--- src/rtl/lkv_pkg.sv ---
// Shared types, sizes and a helper function for the LRU key-value cache.
`timescale 1ns / 1ps
package lkv_pkg;

  localparam int ENTRIES  = 16;
  localparam int KEY_BITS = 16;
  localparam int VAL_W    = 32;
  localparam int CAP_W    = 5;
  localparam int CNT_W    = $clog2(ENTRIES + 1);
  localparam int RANK_W   = (ENTRIES > 1) ? $clog2(ENTRIES) : 1;
  localparam int ADDR_W   = 2;

  localparam logic [CAP_W-1:0]  CAP_RESET = CAP_W'(16);
  localparam logic [ADDR_W-1:0] REG_CAPACITY = 2'd0;

  localparam logic OP_GET = 1'b0;
  localparam logic OP_PUT = 1'b1;

  typedef struct packed {
    logic                hit;
    logic [VAL_W-1:0]    read_value;
    logic                evicted;
    logic [KEY_BITS-1:0] evicted_key;
  } result_t;

  // Capacity as used by the replacement logic: zero acts as one, large values saturate.
  function automatic logic [CNT_W-1:0] eff_capacity(input logic [CAP_W-1:0] cap);
    logic [CNT_W-1:0] c;
    if (cap == '0) begin
      c = CNT_W'(1);
    end else if (int'(cap) > ENTRIES) begin
      c = CNT_W'(ENTRIES);
    end else begin
      c = CNT_W'(cap);
    end
    return c;
  endfunction

endpackage

--- src/rtl/lru_key_value_cache.sv ---
// Fully associative LRU key-value cache: input stage, entry store, result stage.
// A result strobes on done once the item has passed the input and result registers.
// Throughput: one item per cycle; busy stays low since each item's lookup
// and update finish between the input and result registers.
// The receiver cannot stall; each result is shown for exactly one cycle.
// Reset empties the cache and sets capacity to 16.
`timescale 1ns / 1ps
module lru_key_value_cache (
  input  logic                         clk,
  input  logic                         rst,
  input  logic                         start,
  output logic                         busy,
  input  logic                         operation,
  input  logic [lkv_pkg::KEY_BITS-1:0] key,
  input  logic signed [31:0]           write_value,
  output logic                         done,
  output logic                         hit,
  output logic signed [31:0]           read_value,
  output logic                         evicted,
  output logic [lkv_pkg::KEY_BITS-1:0] evicted_key,
  input  logic                         psel,
  input  logic                         penable,
  input  logic                         pwrite,
  input  logic [lkv_pkg::ADDR_W-1:0]   paddr,
  input  logic [31:0]                  pwdata,
  output logic [31:0]                  prdata,
  output logic                         pready
);
  import lkv_pkg::*;

  logic                in_valid;
  logic                in_op;
  logic [KEY_BITS-1:0] in_key;
  logic [VAL_W-1:0]    in_wval;
  logic [CAP_W-1:0]    capacity;
  result_t             result;

  assign busy = 1'b0;

  lkv_cfg u_cfg (
    .clk      (clk),
    .rst      (rst),
    .psel     (psel),
    .penable  (penable),
    .pwrite   (pwrite),
    .paddr    (paddr),
    .pwdata   (pwdata),
    .prdata   (prdata),
    .pready   (pready),
    .capacity (capacity)
  );

  always_ff @(posedge clk) begin
    if (rst) begin
      in_valid <= 1'b0;
    end else begin
      in_valid <= start && !busy;
    end
  end

  always_ff @(posedge clk) begin
    if (start && !busy) begin
      in_op   <= operation;
      in_key  <= key;
      in_wval <= write_value;
    end
  end

  lkv_core u_core (
    .clk      (clk),
    .rst      (rst),
    .in_valid (in_valid),
    .in_op    (in_op),
    .in_key   (in_key),
    .in_wval  (in_wval),
    .capacity (capacity),
    .result   (result)
  );

  always_ff @(posedge clk) begin
    if (rst) begin
      done <= 1'b0;
    end else begin
      done <= in_valid;
    end
  end

  always_ff @(posedge clk) begin
    if (in_valid) begin
      hit         <= result.hit;
      read_value  <= result.read_value;
      evicted     <= result.evicted;
      evicted_key <= result.evicted_key;
    end
  end

  // An accepted item always produces its result on done after the input and result registers.
  a_result_follows: assert property (@(posedge clk) disable iff (rst)
    (start && !busy) |=> ##1 done)
    else $error("accepted item produced no result");

  // An eviction only happens on a miss.
  a_evict_on_miss: assert property (@(posedge clk) disable iff (rst)
    (done && evicted) |-> !hit)
    else $error("eviction reported on a hit");

  // Without an eviction the reported key is zero.
  a_evkey_zero: assert property (@(posedge clk) disable iff (rst)
    (done && !evicted) |-> (evicted_key == '0))
    else $error("evicted key set without eviction");

  // A miss always reads back all ones.
  a_miss_value: assert property (@(posedge clk) disable iff (rst)
    (done && !hit) |-> (read_value == -32'sd1))
    else $error("miss returned a stored value");

endmodule

--- src/rtl/lkv_cfg.sv ---
// APB register block holding the capacity register.
`timescale 1ns / 1ps
module lkv_cfg (
  input  logic                      clk,
  input  logic                      rst,
  input  logic                      psel,
  input  logic                      penable,
  input  logic                      pwrite,
  input  logic [lkv_pkg::ADDR_W-1:0] paddr,
  input  logic [31:0]               pwdata,
  output logic [31:0]               prdata,
  output logic                      pready,
  output logic [lkv_pkg::CAP_W-1:0] capacity
);
  import lkv_pkg::*;

  logic wr_en;

  assign pready = 1'b1;
  assign wr_en  = psel && penable && pwrite;

  always_ff @(posedge clk) begin
    if (rst) begin
      capacity <= CAP_RESET;
    end else if (wr_en && paddr == REG_CAPACITY) begin
      capacity <= pwdata[CAP_W-1:0];
    end
  end

  always_comb begin
    prdata = '0;
    case (paddr)
      REG_CAPACITY: prdata = {{(32-CAP_W){1'b0}}, capacity};
      default:      prdata = '0;
    endcase
  end

endmodule

--- src/rtl/lkv_core.sv ---
// Entry store with parallel key match, recency ranks and LRU replacement.
`timescale 1ns / 1ps
module lkv_core (
  input  logic                         clk,
  input  logic                         rst,
  input  logic                         in_valid,
  input  logic                         in_op,
  input  logic [lkv_pkg::KEY_BITS-1:0] in_key,
  input  logic [lkv_pkg::VAL_W-1:0]    in_wval,
  input  logic [lkv_pkg::CAP_W-1:0]    capacity,
  output lkv_pkg::result_t             result
);
  import lkv_pkg::*;

  logic [ENTRIES-1:0]  entry_valid;
  logic [KEY_BITS-1:0] entry_key   [ENTRIES];
  logic [VAL_W-1:0]    entry_value [ENTRIES];
  logic [RANK_W-1:0]   recency_rank[ENTRIES];
  logic [CNT_W-1:0]    occupancy;

  logic [ENTRIES-1:0]  match;
  logic [ENTRIES-1:0]  victim;
  logic [ENTRIES-1:0]  free_oh;
  logic [ENTRIES-1:0]  ins_oh;
  logic                hit;
  logic                is_put;
  logic                do_evict;
  logic                do_insert;
  logic [VAL_W-1:0]    sel_value;
  logic [RANK_W-1:0]   sel_rank;
  logic [KEY_BITS-1:0] victim_key;
  logic [CNT_W-1:0]    occ_m1;

  assign is_put = (in_op == OP_PUT);
  assign occ_m1 = occupancy - CNT_W'(1);

  // Valid keys are unique, so at most one entry matches; the least recent
  // entry is the one whose rank equals occupancy minus one.
  always_comb begin
    sel_value  = '0;
    sel_rank   = '0;
    victim_key = '0;
    for (int i = 0; i < ENTRIES; i++) begin
      match[i]  = entry_valid[i] && (entry_key[i] == in_key);
      victim[i] = entry_valid[i] && (recency_rank[i] == occ_m1[RANK_W-1:0]);
      if (match[i]) begin
        sel_value = sel_value | entry_value[i];
        sel_rank  = sel_rank | recency_rank[i];
      end
      if (victim[i]) begin
        victim_key = victim_key | entry_key[i];
      end
    end
  end

  assign hit       = |match;
  assign do_evict  = is_put && !hit && (occupancy != '0) &&
                     (occupancy >= eff_capacity(capacity));
  assign do_insert = is_put && !hit;
  assign free_oh   = ~entry_valid & (entry_valid + ENTRIES'(1));
  assign ins_oh    = do_evict ? victim : free_oh;

  always_comb begin
    result.hit         = hit;
    result.read_value  = hit ? sel_value : '1;
    result.evicted     = do_evict;
    result.evicted_key = do_evict ? victim_key : '0;
  end

  always_ff @(posedge clk) begin
    if (rst) begin
      entry_valid <= '0;
      occupancy   <= '0;
    end else if (in_valid && do_insert) begin
      entry_valid <= entry_valid | ins_oh;
      if (!do_evict) begin
        occupancy <= occupancy + CNT_W'(1);
      end
    end
  end

  always_ff @(posedge clk) begin
    if (in_valid) begin
      for (int i = 0; i < ENTRIES; i++) begin
        if (hit) begin
          if (match[i]) begin
            recency_rank[i] <= '0;
            if (is_put) begin
              entry_value[i] <= in_wval;
            end
          end else if (entry_valid[i] && recency_rank[i] < sel_rank) begin
            recency_rank[i] <= recency_rank[i] + RANK_W'(1);
          end
        end else if (do_insert) begin
          if (ins_oh[i]) begin
            entry_key[i]    <= in_key;
            entry_value[i]  <= in_wval;
            recency_rank[i] <= '0;
          end else if (entry_valid[i]) begin
            recency_rank[i] <= recency_rank[i] + RANK_W'(1);
          end
        end
      end
    end
  end

endmodule

--- config.mk ---
export PLATFORM = sky130hd
export DESIGN_NAME = lru_key_value_cache
export DESIGN_NICKNAME = d
export VERILOG_FILES = /design/src/rtl/lkv_pkg.sv /design/src/rtl/lru_key_value_cache.sv /design/src/rtl/lkv_cfg.sv /design/src/rtl/lkv_core.sv
export SDC_FILE = /design/constraint.sdc
export NUM_CORES = 1
export LEC_CHECK = 0
export BUFFER_PORTS_ARGS = -buffer_cell sky130_fd_sc_hd__buf_2
export CORE_ASPECT_RATIO = 1.1
export CORE_UTILIZATION = 40
export CTS_CLUSTER_DIAMETER = 150
export DETAILED_ROUTE_END_ITERATION = 12
export SLEW_MARGIN = 20
export SYNTH_ARGS = -nofsm -noshare
export SYNTH_HDL_FRONTEND = slang
export SYNTH_SLANG_ARGS = --single-unit
--- constraint.sdc ---
create_clock -name clk -period 6.1 [get_ports clk]
set_input_delay 1.22 -clock clk [delete_from_list [all_inputs] [get_ports clk]]
set_output_delay 1.22 -clock clk [all_outputs]
set_load 0.02 [all_outputs]
-- Word-level counts from Yosys, hierarchy flattened
Memories as Yosys holds them, arrays and structs flattened.
Index checks and enable logic that the tools add are counted.
- output and inout bits: 85
- logic and storage cells: 759
- memory bits (writable): 832
- memories kept: 3
- bits in registers: 127
- memories (memory ; depth ; width ; rd ports ; clocked after Yosys merged registers in ; wr ports ; line ; text):
    u_core.entry_value ; 16 ; 32 ; 16 ; 0 ; 16 ; lkv_core.sv:17 ; logic [VAL_W-1:0] entry_value [ENTRIES];
    u_core.entry_key ; 16 ; 16 ; 16 ; 0 ; 16 ; lkv_core.sv:16 ; logic [KEY_BITS-1:0] entry_key [ENTRIES];
    u_core.recency_rank ; 16 ; 4 ; 16 ; 0 ; 16 ; lkv_core.sv:18 ; logic [RANK_W-1:0] recency_rank[ENTRIES];
- reduce and logical (&&, ||, !) cells: 61
- eq/ne operators: 32
- $lt $le $gt $ge: 18
- bitwise gates (word level): 113
- add/subtract/negate cells: 19
- muxes and demuxes: 501
- operators with widths (cell ; count):
    $mux 32 ; 32
    $or 32x32->32 ; 15
    $mux 1 ; 385
    $mux 16 ; 17
    $eq 16x16->1 ; 16
    $mux 4 ; 64
    $or 16x16->16 ; 16
    $add 4x1->4 const B ; 16
    $eq 4x4->1 ; 16
    $lt 4x4->1 ; 16
    $or 1x1->1 ; 64
    $or 4x4->4 ; 15
    $logic_and 1x1->1 ; 55
    $add 16x1->16 const B ; 1
    $and 16x16->16 ; 1
    $not 16->16 ; 1
    $reduce_or 16->1 ; 1
    $mux 5 ; 3
    $add 5x1->5 const B ; 1
    $ge 5x5->1 ; 1
    $gt 5x5->1 const B ; 1
    $logic_not 5->1 ; 1
    $reduce_bool 5->1 ; 1
    $sub 4x1->4 const B ; 1
    other kinds (4) ; 4

-- Logic depth before layout (Yosys ltp)
An unclocked memory read counts as a cell.
- word-level depth: 44
- mapped depth: 17
- mapped depth without buffers: 13

-- Modules after synthesis
A second synthesis with hierarchy kept.
- cells, all modules: 2759
- area, all modules: 41396.0 sq um
- by module, submodules not included (module ; sequential area each (sq um) ; area an instance (sq um) ; instances ; cells each):
    lkv_core ; 25404.4 ; 37866.3 ; 1 ; 2595
    lru_key_value_cache ; 3012.9 ; 3036.7 ; 1 ; 105
    lkv_cfg ; 100.1 ; 493.0 ; 1 ; 59

-- Worst setup path after synthesis
No wires, ideal clock.
- kind: register -> register
- from: reg u_core.occupancy[0]
- to: mem u_core.entry_value[0][0] (enable)
- path slack: 0.079 ns
- clock period less this slack: 6.021 ns
- arrival time: 5.596 ns
- cell stages (with the launch flop): 14
- path buffers: 4
- path through: dfxtp_1 -> buf_4 -> buf_1 -> inv_1 -> ha_1 -> clkbuf_1 -> buf_2 -> xor2_1 -> nand3_1 -> nor3_2 -> mux2i_1 -> nor3_1 -> a21oi_1 -> nor2b_1
- RTL lines (element ; line ; text):
    from (decl) ; lkv_core.sv:19 ; logic [CNT_W-1:0] occupancy;
    from (signal assigned) ; lkv_core.sv:77 ; occupancy <= occupancy + CNT_W'(1);
    to (decl) ; lkv_core.sv:17 ;

==> run metrics <==
total global-route track usage=25.1%; Tcrit/Tclk final=88.7%; CTS root buf=clkbuf_16; post-CTS setup buffers=0; row count=123; Worst Hold End=u_cfg.capacity[4]; Via density=6.10; RSZ-0062 raised after global routing=no; critical-path cell list=buf_4, xnor2_1, nand4_1, or4_1, nor3_2, buf_4, a22oi_1, nand3_1, nor2_2, ha_1, a2111oi_0, a31oi_2, o221ai_1; detailed router's first-iteration violation count=3488; WL final=133000 um; initial antenna violation count=0; achievable clock frequency=185 MHz; endpoints failing hold=0; largest net degree at the start of global routing=49; Initial Util=40.5%; vias in the first global route=26300; Max Cap Viol=0; flop2flop setup slack=0.69 ns; largest area contributor in the netlist=edfxtp_1; gpl congestion=0.952; TritonCTS clock tree=built; min Tclk post-route=5.41 ns; min-delay src=u_cfg.capacity[4]; DPL Wire Length=83600 um; Fill cells=8976; detailed-route DRC error count=0; critical path capture point type=flop; top-count cell post-synth=edfxtp_1; sequential cell area=28500 um^2; Crit path required time=6.44 ns; syn avg cell area=15.0 um^2; Routed Antenna Nets=0; Critical Path Start Type=flop; worst relative slew slack=18.5%; PD cells=291 nW/um^2; wire per inst=30.1 um; pin slew with the least headroom to its limit=1.22 ns; sequential share of the synthesized area=68.7%; Die H=340 um; Crit Path Category=reg -> reg; Cells after Synth=2766; post-cts sizing count=0; ratio of cells with drive above 1 in the final layout=15.7%; CTS buffer count=99; Hold-fix buffers, CTS=0; Placed Instance Area=44400 um^2; Die X=309 um; CP max FO=17; top cell type's share of synthesized area=67.4%; Slowest-stage cell, CP=edfxtp_1; area of the multi-input gates=12200 um^2; via count=27000; num ports=174; Final Cell Area=47500 um^2; status=finished clean; worst skew pair latency=0.73 ns; global-route wire length before repair=189000 um; Unique masters post-synth=71; Fin Clk Skew=0.0562 ns; leading post-synthesis cells by cell area=edfxtp_1 67%, xor2_1 4.2%, a22oi_1 3.4%; worst r2r src=in_key[14]; critical path's largest stage delay=0.83 ns; Final Max Tran Viols=0; synth cell count leaders=931 x edfxtp_1, 197 x xor2_1, 189 x a22oi_1, 160 x xnor2_1, 140 x nor2_1; Leakage=14.8 nW; clk sinks=959; Bufs on Longest Clock Path=3; Synth-to-Final Area Change=14.5%; end of the worst register-to-register path=u_core.recency_rank[1][7]; leading register cell type out of synthesis=edfxtp_1; Post-Syn Area=41500 um^2; Worst-path clk slew=0.07 ns; YS warnings=0; final setup fails=0; Reg2Reg Depth=13; drt first pass iters=6; H-tree depth=3; hold crit path type=reg -> reg; Post-layout nets=3131; peak supply drop=0.000278 V; flops & latches, synth=959; core area=102000 um^2; TNS Setup=0 ns; WHS Path Cells=1; most frequent CP cell=buf_4; WP data arrival=5.75 ns; number of synthesized flops with an enable pin=931; # diodes=0; total gr overflow=0; FFs w/ async S/R, synth=0%; die outline area=105000 um^2; number of port buffers=117
[flip-flops by register name (all words and copies together) (netlist names), 16 cells and up]
register and flops:
u_core.entry_value 512, u_core.entry_key 256, u_core.recency_rank 64, in_wval 32, read_value 32, evicted_key 16
in_key 16, u_core.entry_valid 16
[routing by layer]
metal  wire length (um)  part of all wire, %  vias to the layer above  track usage [%]
li1                   -                    -                    11400                -
met1              52100                   39                    13800             33.2
met2              63300                   48                     1590             40.7
met3              13100                  9.8                      280             5.26
met4               4640                  3.5                        0             9.02
met5                  0                    0                        -                0
[cells by family after synthesis]
kind of cell	count (synthesis)	synth area share, %
other cells	2	0.0181
simple gates	612	7.93
mux	6	0.145
buf+inv	207	2.75
xor+xnor	360	7.65
fa+ha+maj	72	2.17
compound gates	548	10.6
flops	959	68.7
[cell usage in the layout, fill, tap and decap left out, drive strengths merged, types with 8 or more instances in the layout]
master	count
edfxtp	931
and2	10
nor3	38
nand2	82
a22oi	189
o21ai	8
nand3	82
xor2	199
xnor2	161
a22o	111
a31oi	17
nor4	62
o211ai	16
clkbuf	116
nor2	141
conb	29
a221oi	111
clkinv	50
a21oi	24
a2111oi	26
nand4b	9
inv	33
nor2b	21
a21o	19
and3	34
buf	254
or4	17
nand4	90
dfxtp	28
ha	72
[worst max-delay path, delay by kind of cell (launching register included)]
kind | cells | cell delay, ns
AND/OR/NAND/NOR | 5 | 1.61
AO/OA/AOI/OAI | 4 | 1.20
buffers and inverters | 2 | 0.75
flip-flops | 1 | 0.83
XOR/XNOR | 1 | 0.21
adder cells (fa/ha/maj) | 1 | 0.37
[layout make-up]
cell class | count | area share (%)
well taps | 1375 | 3.62
repair buffers | 254 | 3.82
clock inverters | 62 | 1.24
flip-flops and latches | 959 | 60.0
clock buffers | 116 | 5.35
multi-input cells | 1627 | 25.7
inverters | 29 | 0.234
[how the worst max path moves through the flow]
stage / start / to
after floorplan: u_core.occupancy[0] / u_core.entry_value[0][0]
final: in_key[14] / u_core.recency_rank[1][7]
after CTS: in_key[14] / u_core.recency_rank[1][7]
after detailed placement: in_key[14] / u_core.recency_rank[1][1]
after global routing: in_key[14] / u_core.recency_rank[1][7]
after global placement: in_key[8] / u_core.entry_value[1][217]
[power by group]
part           total [mW]  switching [mW]  internal, mW
Combinational       0.478           0.317         0.161
Clock                5.90            2.67          3.23
Sequential           7.43           0.118          7.31
Total                13.8            3.11          10.7
[per-stage QoR]
| step | std cells | utilization (%) | total power, mW | hold slack (ns) | setup slack, ns |
|---|---|---|---|---|---|
| after floorplan | 2793 | - | 7.83 | 0.459 | 0.0794 |
| after global placement | 4244 | 43.3 | 8.02 | 0.485 | 0.911 |
| after detailed placement | 4244 | 43.3 | 8.04 | 0.493 | 0.864 |
| after CTS | 4422 | 46.3 | 13.9 | 0.508 | 0.784 |
| after global routing | 4422 | 46.3 | 14.2 | 0.527 | 0.641 |
| final | 4422 | 46.3 | 13.8 | 0.504 | 0.688 |
(Power assumes the default switching activity.)
